===== config.mk =====
export PLATFORM = sky130hd
export DESIGN_NAME = qrps_lane
export DESIGN_NICKNAME = d
export VERILOG_FILES = /design/src/rtl/qrps_pkg.sv /design/src/rtl/qrps_lane.sv
export SDC_FILE = /design/constraint.sdc
export NUM_CORES = 2
export LEC_CHECK = 0
export ABC_AREA = 0
export BUFFER_PORTS_ARGS = -buffer_cell sky130_fd_sc_hd__buf_2
export CAP_MARGIN = 10
export CORE_MARGIN = 2
export CORE_UTILIZATION = 50
export DETAILED_ROUTE_END_ITERATION = 10
export HOLD_SLACK_MARGIN = 0.03
export PLACE_DENSITY = 0.66
export SLEW_MARGIN = 25
export SYNTH_ARGS = -nofsm -noshare
export SYNTH_HDL_FRONTEND = slang
export SYNTH_SLANG_ARGS = --single-unit

===== constraint.sdc =====
create_clock -name clk -period 50.8 [get_ports clk]
set_clock_uncertainty 0.05 [all_clocks]
set_input_delay 5.08 -clock clk [delete_from_list [all_inputs] [get_ports clk]]
set_output_delay 5.08 -clock clk [all_outputs]
set_load 0.01 [all_outputs]

===== src/rtl/qrps_pkg.sv =====
// shared types, constants and fixed-point helpers for the propulsion step
package qrps_pkg;

  localparam int unsigned NumMotors = 4;
  localparam int unsigned NumRegs   = 8;
  localparam int unsigned RegIdxW   = 3;

  typedef logic signed [31:0] q_t;

  typedef enum logic [RegIdxW-1:0] {
    REG_CT2  = 3'd0,
    REG_CT1  = 3'd1,
    REG_CT0  = 3'd2,
    REG_ARM  = 3'd3,
    REG_KT   = 3'd4,
    REG_FLUX = 3'd5,
    REG_INVR = 3'd6,
    REG_SOI  = 3'd7
  } reg_idx_t;

  // coefficients that every lane needs
  typedef struct packed {
    q_t ct2;
    q_t ct1;
    q_t ct0;
    q_t kt;
    q_t flux;
    q_t invr;
    q_t soi;
    q_t gain;
  } lane_cfg_t;

  // clamp a 34-bit value to 32 bits
  function automatic q_t sat34(input logic signed [33:0] v);
    if (v > 34'sh0_7FFF_FFFF) begin
      return 32'sh7FFF_FFFF;
    end else if (v < -34'sh0_8000_0000) begin
      return -32'sh8000_0000;
    end else begin
      return v[31:0];
    end
  endfunction

  // q16.16 product scaled back, arithmetic shift floors toward minus infinity
  function automatic q_t qmul(input q_t a, input q_t b);
    logic signed [63:0] p;
    logic signed [47:0] s;
    p = a * b;
    s = p[63:16];
    if (s > 48'sh0000_7FFF_FFFF) begin
      return 32'sh7FFF_FFFF;
    end else if (s < -48'sh0000_8000_0000) begin
      return -32'sh8000_0000;
    end else begin
      return s[31:0];
    end
  endfunction

  function automatic q_t qadd(input q_t a, input q_t b);
    return sat34(34'(a) + 34'(b));
  endfunction

  function automatic q_t qsub(input q_t a, input q_t b);
    return sat34(34'(a) - 34'(b));
  endfunction

endpackage


===== src/rtl/qrps_lane.sv =====
// one rotor lane: thrust, euler step of the motor speed, current and torque
module qrps_lane
  import qrps_pkg::*;
(
  input  logic      clk,
  input  logic      rst_n,
  input  logic      start,
  input  lane_cfg_t cfg,
  input  q_t        inflow,
  input  q_t        voltage,
  output q_t        thrust,
  output q_t        speed,
  output q_t        current,
  output q_t        etorque,
  output logic      done
);

  // one multiply per cycle; the step counter drives which product is formed
  typedef enum logic [3:0] {
    S_IDLE, S_VV, S_VX, S_XX, S_Q, S_C, S_S, S_FX, S_LD, S_GD,
    S_A, S_DX, S_REM, S_OUT
  } st_t;

  st_t st_r;
  q_t  x_r;
  q_t  t0_r, t1_r, t2_r;
  q_t  f_r, d_r, a_r, rem_r, cur_r, et_r;
  logic done_r;

  q_t  ma, mb, prod;

  always_comb begin
    ma = inflow;
    mb = inflow;
    case (st_r)
      S_VV:    begin ma = inflow;    mb = inflow;  end
      S_VX:    begin ma = inflow;    mb = x_r;     end
      S_XX:    begin ma = x_r;       mb = x_r;     end
      S_Q:     begin ma = cfg.ct2;   mb = t0_r;    end
      S_C:     begin ma = cfg.ct1;   mb = t1_r;    end
      S_S:     begin ma = cfg.ct0;   mb = t2_r;    end
      S_FX:    begin ma = cfg.flux;  mb = x_r;     end
      S_LD:    begin ma = cfg.kt;    mb = f_r;     end
      S_GD:    begin ma = cfg.gain;  mb = d_r;     end
      S_A:     begin ma = cfg.soi;   mb = a_r;     end
      S_DX:    begin ma = cfg.flux;  mb = x_r;     end
      S_REM:   begin ma = cfg.gain;  mb = rem_r;   end
      S_OUT:   begin ma = cfg.invr;  mb = rem_r;   end
      default: begin ma = inflow;    mb = inflow;  end
    endcase
    prod = qmul(ma, mb);
  end

  always_ff @(posedge clk) begin
    if (!rst_n) begin
      st_r   <= S_IDLE;
      x_r    <= '0;
      done_r <= 1'b0;
    end else begin
      done_r <= 1'b0;
      case (st_r)
        S_IDLE: if (start) st_r <= S_VV;
        S_VV:  begin t0_r <= prod; st_r <= S_VX; end
        S_VX:  begin t1_r <= prod; st_r <= S_XX; end
        S_XX:  begin t2_r <= prod; st_r <= S_Q;  end
        S_Q: begin
          // negated when the inflow is not negative
          t0_r <= inflow[31] ? prod : qsub('0, prod);
          st_r <= S_C;
        end
        S_C:   begin t1_r <= prod; st_r <= S_S; end
        S_S: begin
          f_r  <= sat34(34'(t0_r) + 34'(t1_r) + 34'(prod));
          st_r <= S_FX;
        end
        S_FX:  begin d_r <= qsub(voltage, prod); st_r <= S_LD; end
        S_LD:  begin t0_r <= prod; st_r <= S_GD; end
        S_GD:  begin a_r <= qsub(prod, t0_r); st_r <= S_A; end
        S_A:   begin x_r <= qadd(x_r, prod); st_r <= S_DX; end
        S_DX:  begin rem_r <= qsub(voltage, prod); st_r <= S_REM; end
        S_REM: begin et_r <= prod; st_r <= S_OUT; end
        S_OUT: begin cur_r <= prod; done_r <= 1'b1; st_r <= S_IDLE; end
        default: st_r <= S_IDLE;
      endcase
    end
  end

  assign thrust  = f_r;
  assign speed   = x_r;
  assign current = cur_r;
  assign etorque = et_r;
  assign done    = done_r;

endmodule


**Yosys cells after proc, flatten, opt, wreduce, memory -nomap -nowiden**

Cells that the tools add are included.

- Add/subtract/negate cells: 6
- Multipliers: 1
- Order comparisons: 12
- Eq/ne operators: 14
- Muxes and demuxes: 17
- Reductions and logical operators: 17

Operators by type and width:

| cell | count |
|---|---|
| $mux 32 | 11 |
| $pmux 32 s9 | 1 |
| $pmux 32 s8 | 1 |
| $gt 33x32->1 const B | 4 |
| $lt 33x32->1 const B | 4 |
| $add 32x32->33 | 2 |
| $sub 32x32->33 | 2 |
| $mul 32x32->64 | 1 |
| $pmux 32 s2 | 1 |
| $pmux 4 s13 | 1 |
| $gt 48x32->1 const B | 1 |
| $lt 48x32->1 const B | 1 |
| $add 33x32->34 | 1 |
| $gt 34x32->1 const B | 1 |
| $lt 34x32->1 const B | 1 |
| $sub 1x32->33 const A | 1 |
| $eq 4x4->1 const B | 6 |
| $reduce_and 2->1 | 9 |
| $eq 4x3->1 const B | 4 |
| $reduce_or 2->1 | 5 |
| $eq 4x2->1 const B | 2 |
| $eq 4x1->1 const B | 1 |
| $logic_not 4->1 | 1 |
| $mux 4 | 1 |
| other kinds (4) | 4 |

- Register bits after elaboration: 325
- Input port bits: 323
- Output and inout port bits: 129
- Word-level logic and storage cells: 79

**Logic depth before layout (Yosys ltp)**

- Depth in word-level cells: 13
- Gate-level depth with buffers: 71

**Least setup slack after synthesis**

No wires, ideal clock.

- Path type: input to register
- From: input cfg[191] (netlist name)
- To: register f_r[14] (netlist: thrust[14]) (data pin)
- Library setup time: 256 ps
- Data arrival time: 19,561 ps
- Required time: 50,494 ps
- Slack: 30,934 ps
- Cell stages on the path: 62
- Buffers on the path: 6
- Cell sequence: a222oi_1 nand3_1 a211o_1 clkbuf_1 nand2_1 inv_1 fa_1 fa_1 inv_1 fa_1 fa_1 inv_1 fa_1 fa_1 fa_1 inv_1 fa_1 inv_1 [26 not listed] a21oi_1 o21bai_1 a21oi_1 nor2b_1 o21ai_0 a21oi_1 a41oi_1 a21oi_1 nand4_1 nand3_1 o41ai_1 o2111ai_1 a31o_2 o41ai_1 xor2_1 o21ai_0 clkbuf_1 a31o_2

- Cells in the longest elaborated chain, start to end: 8
- Elaborated cells on any way between the ends: 10
- Classes of those cells: add/sub (1); mul (1); order compare (4); mux (4)

Ends and longest elaborated chain:

| element | RTL line | RTL |
|---|---|---|
| start: declaration | qrps_lane.sv:8 | `input lane_cfg_t cfg,` |
| $pmux 32 s9 * | qrps_lane.sv:35 | `case (st_r)` |
| $mul 32x32->64 * | qrps_pkg.sv:48 | `p = a * b;` |
| $lt 48x32->1 | qrps_pkg.sv:52 | `end else if (s < -48'sh0000_8000_0000) begin` |
| $mux 32 | qrps_pkg.sv:52 |  |
| $mux 32 * | qrps_pkg.sv:50 | `if (s > 48'sh0000_7FFF_FFFF) begin` |
| net prod[2] | qrps_lane.sv:30 | `q_t ma, mb, prod;` |
| $add 33x32->34 * | qrps_lane.sv:73 | `f_r <= sat34(34'(t0_r) + 34'(t1_r) + 34'(prod));` |
| $lt 34x32->1 | qrps_pkg.sv:37 | `end else if (v < -34'sh0_8000_0000) begin` |
| $mux 32 | qrps_pkg.sv:37 |  |
| end signal: assignment | qrps_lane.sv:73 |  |
| end: declaration | qrps_lane.sv:27 | `q_t f_r, d_r, a_r, rem_r, cur_r, et_r;` |

Mark *: on every way through the listed nets, which the timed path passes. The rest lies on a longest branch.
A chain may end at the register's enable or synchronous reset.

**Worst setup path in the final report**

- From: input cfg[191] (netlist name)
- To: register rem_r[9] (data pin)

- Cells in the longest elaborated chain, start to end: 9
- Elaborated cells on any way between the ends: 11
- Classes of those cells: add/sub (1); mul (1); order compare (4); mux (5)

Ends and longest elaborated chain:

| element | RTL line | RTL |
|---|---|---|
| $pmux 32 s9 * | qrps_lane.sv:35 |  |
| $mul 32x32->64 * | qrps_pkg.sv:48 |  |
| $lt 48x32->1 | qrps_pkg.sv:52 |  |
| $mux 32 | qrps_pkg.sv:52 |  |
| $mux 32 * | qrps_pkg.sv:50 |  |
| $sub 32x32->33 * | qrps_pkg.sv:64 | `return sat34(34'(a) - 34'(b));` |
| $lt 33x32->1 | qrps_pkg.sv:37 |  |
| $mux 32 | qrps_pkg.sv:37 |  |
| $mux 32 * | -- |  |
| end signal: assignment | qrps_lane.sv:80 | `S_DX: begin rem_r <= qsub(voltage, prod); st_r <= S_REM; end` |
| end: declaration | qrps_lane.sv:27 |  |

Every way passes the cells marked *; elsewhere a longest branch is shown, timed or not.

==> out/summary.txt <==
Outcome: finished clean
Post-synth EDFFs: 288
Fin cells: 8,424
Syn Area/Cell: 9.08 sq um
Placed inst area: 0.0638 sq mm
Tmin final: 22.20 ns
Worst Path Buf+Inv: 7
Ys async rst share: 0
Top-count cell post-synth: inv_1
IO Port Bufs: 451
Critical path depth: 53
Initial core utilization: 0.503
Biggest cell delay along the critical path: 1.04 ns
Final WL: 242 mm
RR Startpoint: st_r[2]$_SDFFE_PN0P_
Post-synth top area cell: fa_1
R2R depth: 57
Worst reg2reg path endpoint: rem_r[9]$_DFFE_PP_
Fmax: 45.0 MHz
Reg clk slew, reported paths: 0.06 ns
RSZ-0062 raised after global routing: false
Worst Hold Class: reg2reg
Placed Cells: 8,332
Die W: 348 um
GP Congestion: 1.01
Post-Syn Nets: 8,277
HPWL Detailed: 194 mm
CP arrival: 22.38 ns
CTS H-tree depth: 2
Fin Setup TNS: 0 ns
Largest net degree at the start of global routing: 49
Final hold vios: 0
Max_cap viols: 0
Synth cell count leaders: inv_1 (1,208), fa_1 (1,114), nand2_1 (740)
1st-iter DRT viols: 6,512
Top Ports: 452
Min-Delay Path Depth: 2
Clk buf depth: 3
Row count: 126
Rel. slew slack: 0.214
Period utilization: 0.437
Crit Path Max Fanout: 29
Share of cells above drive strength 1: 0.116
Cell area after layout: 0.0652 sq mm
Filler cells: 10,776
Vias: 52,422
Synth Register Bits: 325
Mapped Area: 0.0593 sq mm
Vias in the first global route: 53,260
Clock Root Buffer: clkbuf_16
Setup bufs post-CTS: 0
CP most frequent cell: fa_1
Global-route wire length before repair: 353 mm
Seq/Total Area, Yosys: 0.158
Cts repair resizes: 0
Worst-margin pin slew: 1.18 ns
Final setup fails: 0
Via/cell ratio: 6.22
Crit-path slowest cell: fa_1
CTS tree: yes
CTS hold repair buffers: 0
Min Hold Slack: 0.616 ns
Post-DRT Antenna Nets: 0
Remaining global-route overflow: 0
Hold_sp: speed[10]$_SDFFE_PN0N_
Mapped Cells: 6,528
Reg-to-reg setup timing slack: 31.10 ns
Die extent in y: 348 um
Clock sink total: 325
Pins Over Slew Limit: 0
Post-synth top flop: edfxtp_1
Area grow syn2layout: 10.1%
DRC errors left: 0
Die ar.: 0.121 sq mm
Worst Setup End Kind: flip-flop
Largest cells by area after synthesis: fa_1 (38%), edfxtp_1 (15%), inv_1 (7.7%)
Pre-antenna DRT Iters: 10
Synth top area share: 0.376
Hold Path Sink: speed[10]$_SDFFE_PN0N_
CTS Buf Count: 39
Critical setup path kind: in2reg
Top delay family on crit path: compound AO/OA/AOI/OAI gates
Synth cell types: 92
Clk_lat worst skew: 0.59 ns
Initial antenna violation count: 24
Wire length per cell: 28.7 um
Worst setup SP type: primary input
Required time of the critical path: 50.98 ns
Overall Global Routing Usage: 0.400
Yosys warnings: 0
Total core area: 0.118 sq mm
Nets@finish: 8,595
## final cells by class
class | count | area (sq um) | area share
inverters | 1211 | 4550 | 0.0697
well taps | 1536 | 1920 | 0.0295
clock inverters | 27 | 309 | 0.00474
multi-input cells | 4659 | 44600 | 0.683
diodes | 13 | 32.5 | 0.000499
flip-flops and latches | 325 | 9390 | 0.144
repair buffers | 610 | 3470 | 0.0532
clock buffers | 43 | 991 | 0.0152
## layout by cell type (no fill, tap or decap), types with 58 or more instances in the layout
cell / Yosys / layout
fa_1: 1114 / 1114
buf_2: 17 / 457
nand3_1: 118 / 116
xnor2_1: 119 / 119
a21o_1: 107 / 107
nor2_1: 611 / 605
ha_1: 312 / 312
nand2_1: 740 / 740
edfxtp_1: 288 / 288
a21oi_1: 334 / 326
inv_1: 1208 / 1208
o21ai_0: 184 / 179
buf_4: 5 / 147
a22oi_1: 122 / 122
xor2_1: 58 / 58
## routing by layer
metal	wire, um	track usage	vias up
met5	149	0	-
met2	102000	0.585	3639
li1	-	-	21758
met4	15300	0.216	24
met1	88800	0.515	26353
met3	35600	0.151	648
## flip-flops by register name (all words and copies together) (netlist names)
| name | cells |
|---|---|
| done | 1 |
| a_r | 32 |
| t1_r | 32 |
| st_r | 4 |
| current | 32 |
| rem_r | 32 |
| t2_r | 32 |
| speed | 32 |
| etorque | 32 |
| d_r | 32 |
| thrust | 32 |
| t0_r | 32 |
## worst max path at each step
stage          startpoint                       end  slack (ns)
2_1_floorplan    cfg[191]  thrust[14]$_SDFFCE_PN1P_       30.93
3_3_place_gp      cfg[88]          d_r[9]$_DFFE_PP_       28.62
3_5_place_dp     cfg[191]        rem_r[9]$_DFFE_PP_       28.34
4_1_cts          cfg[191]        rem_r[9]$_DFFE_PP_       28.90
5_1_grt          cfg[191]         d_r[15]$_DFFE_PP_       27.65
6_report         cfg[191]        rem_r[9]$_DFFE_PP_       28.60
## worst reg2reg max path, delay by kind of cell, from the launching register on
kind	cells	cell delay, ns
flops	1	0.51
buf+inv	9	2.02
simple gates	9	3.06
fa+ha+maj	11	5.82
compound gates	28	7.90
## through the flow
step                utilization  setup slack (ns)
global placement          0.541             28.62
global route              0.554             27.65
finish                    0.554             28.60
floorplan                     -             30.93
detailed placement        0.542             28.34
CTS                       0.553             28.90
## kinds of logic after synthesis
group,count (synthesis),share of synthesized area
DFF,325,0.158
muxes,18,0.00315
buffers and inverters,1544,0.0985
xor gates and xnor gates,177,0.0262
AOI/OAI and AO/OA,1203,0.136
and+or+nand+nor,1832,0.135
adders and majority gates,1429,0.443
Power is not shown: default switching activity piles up to over one toggle a cycle in this logic, so the estimate is an artifact.
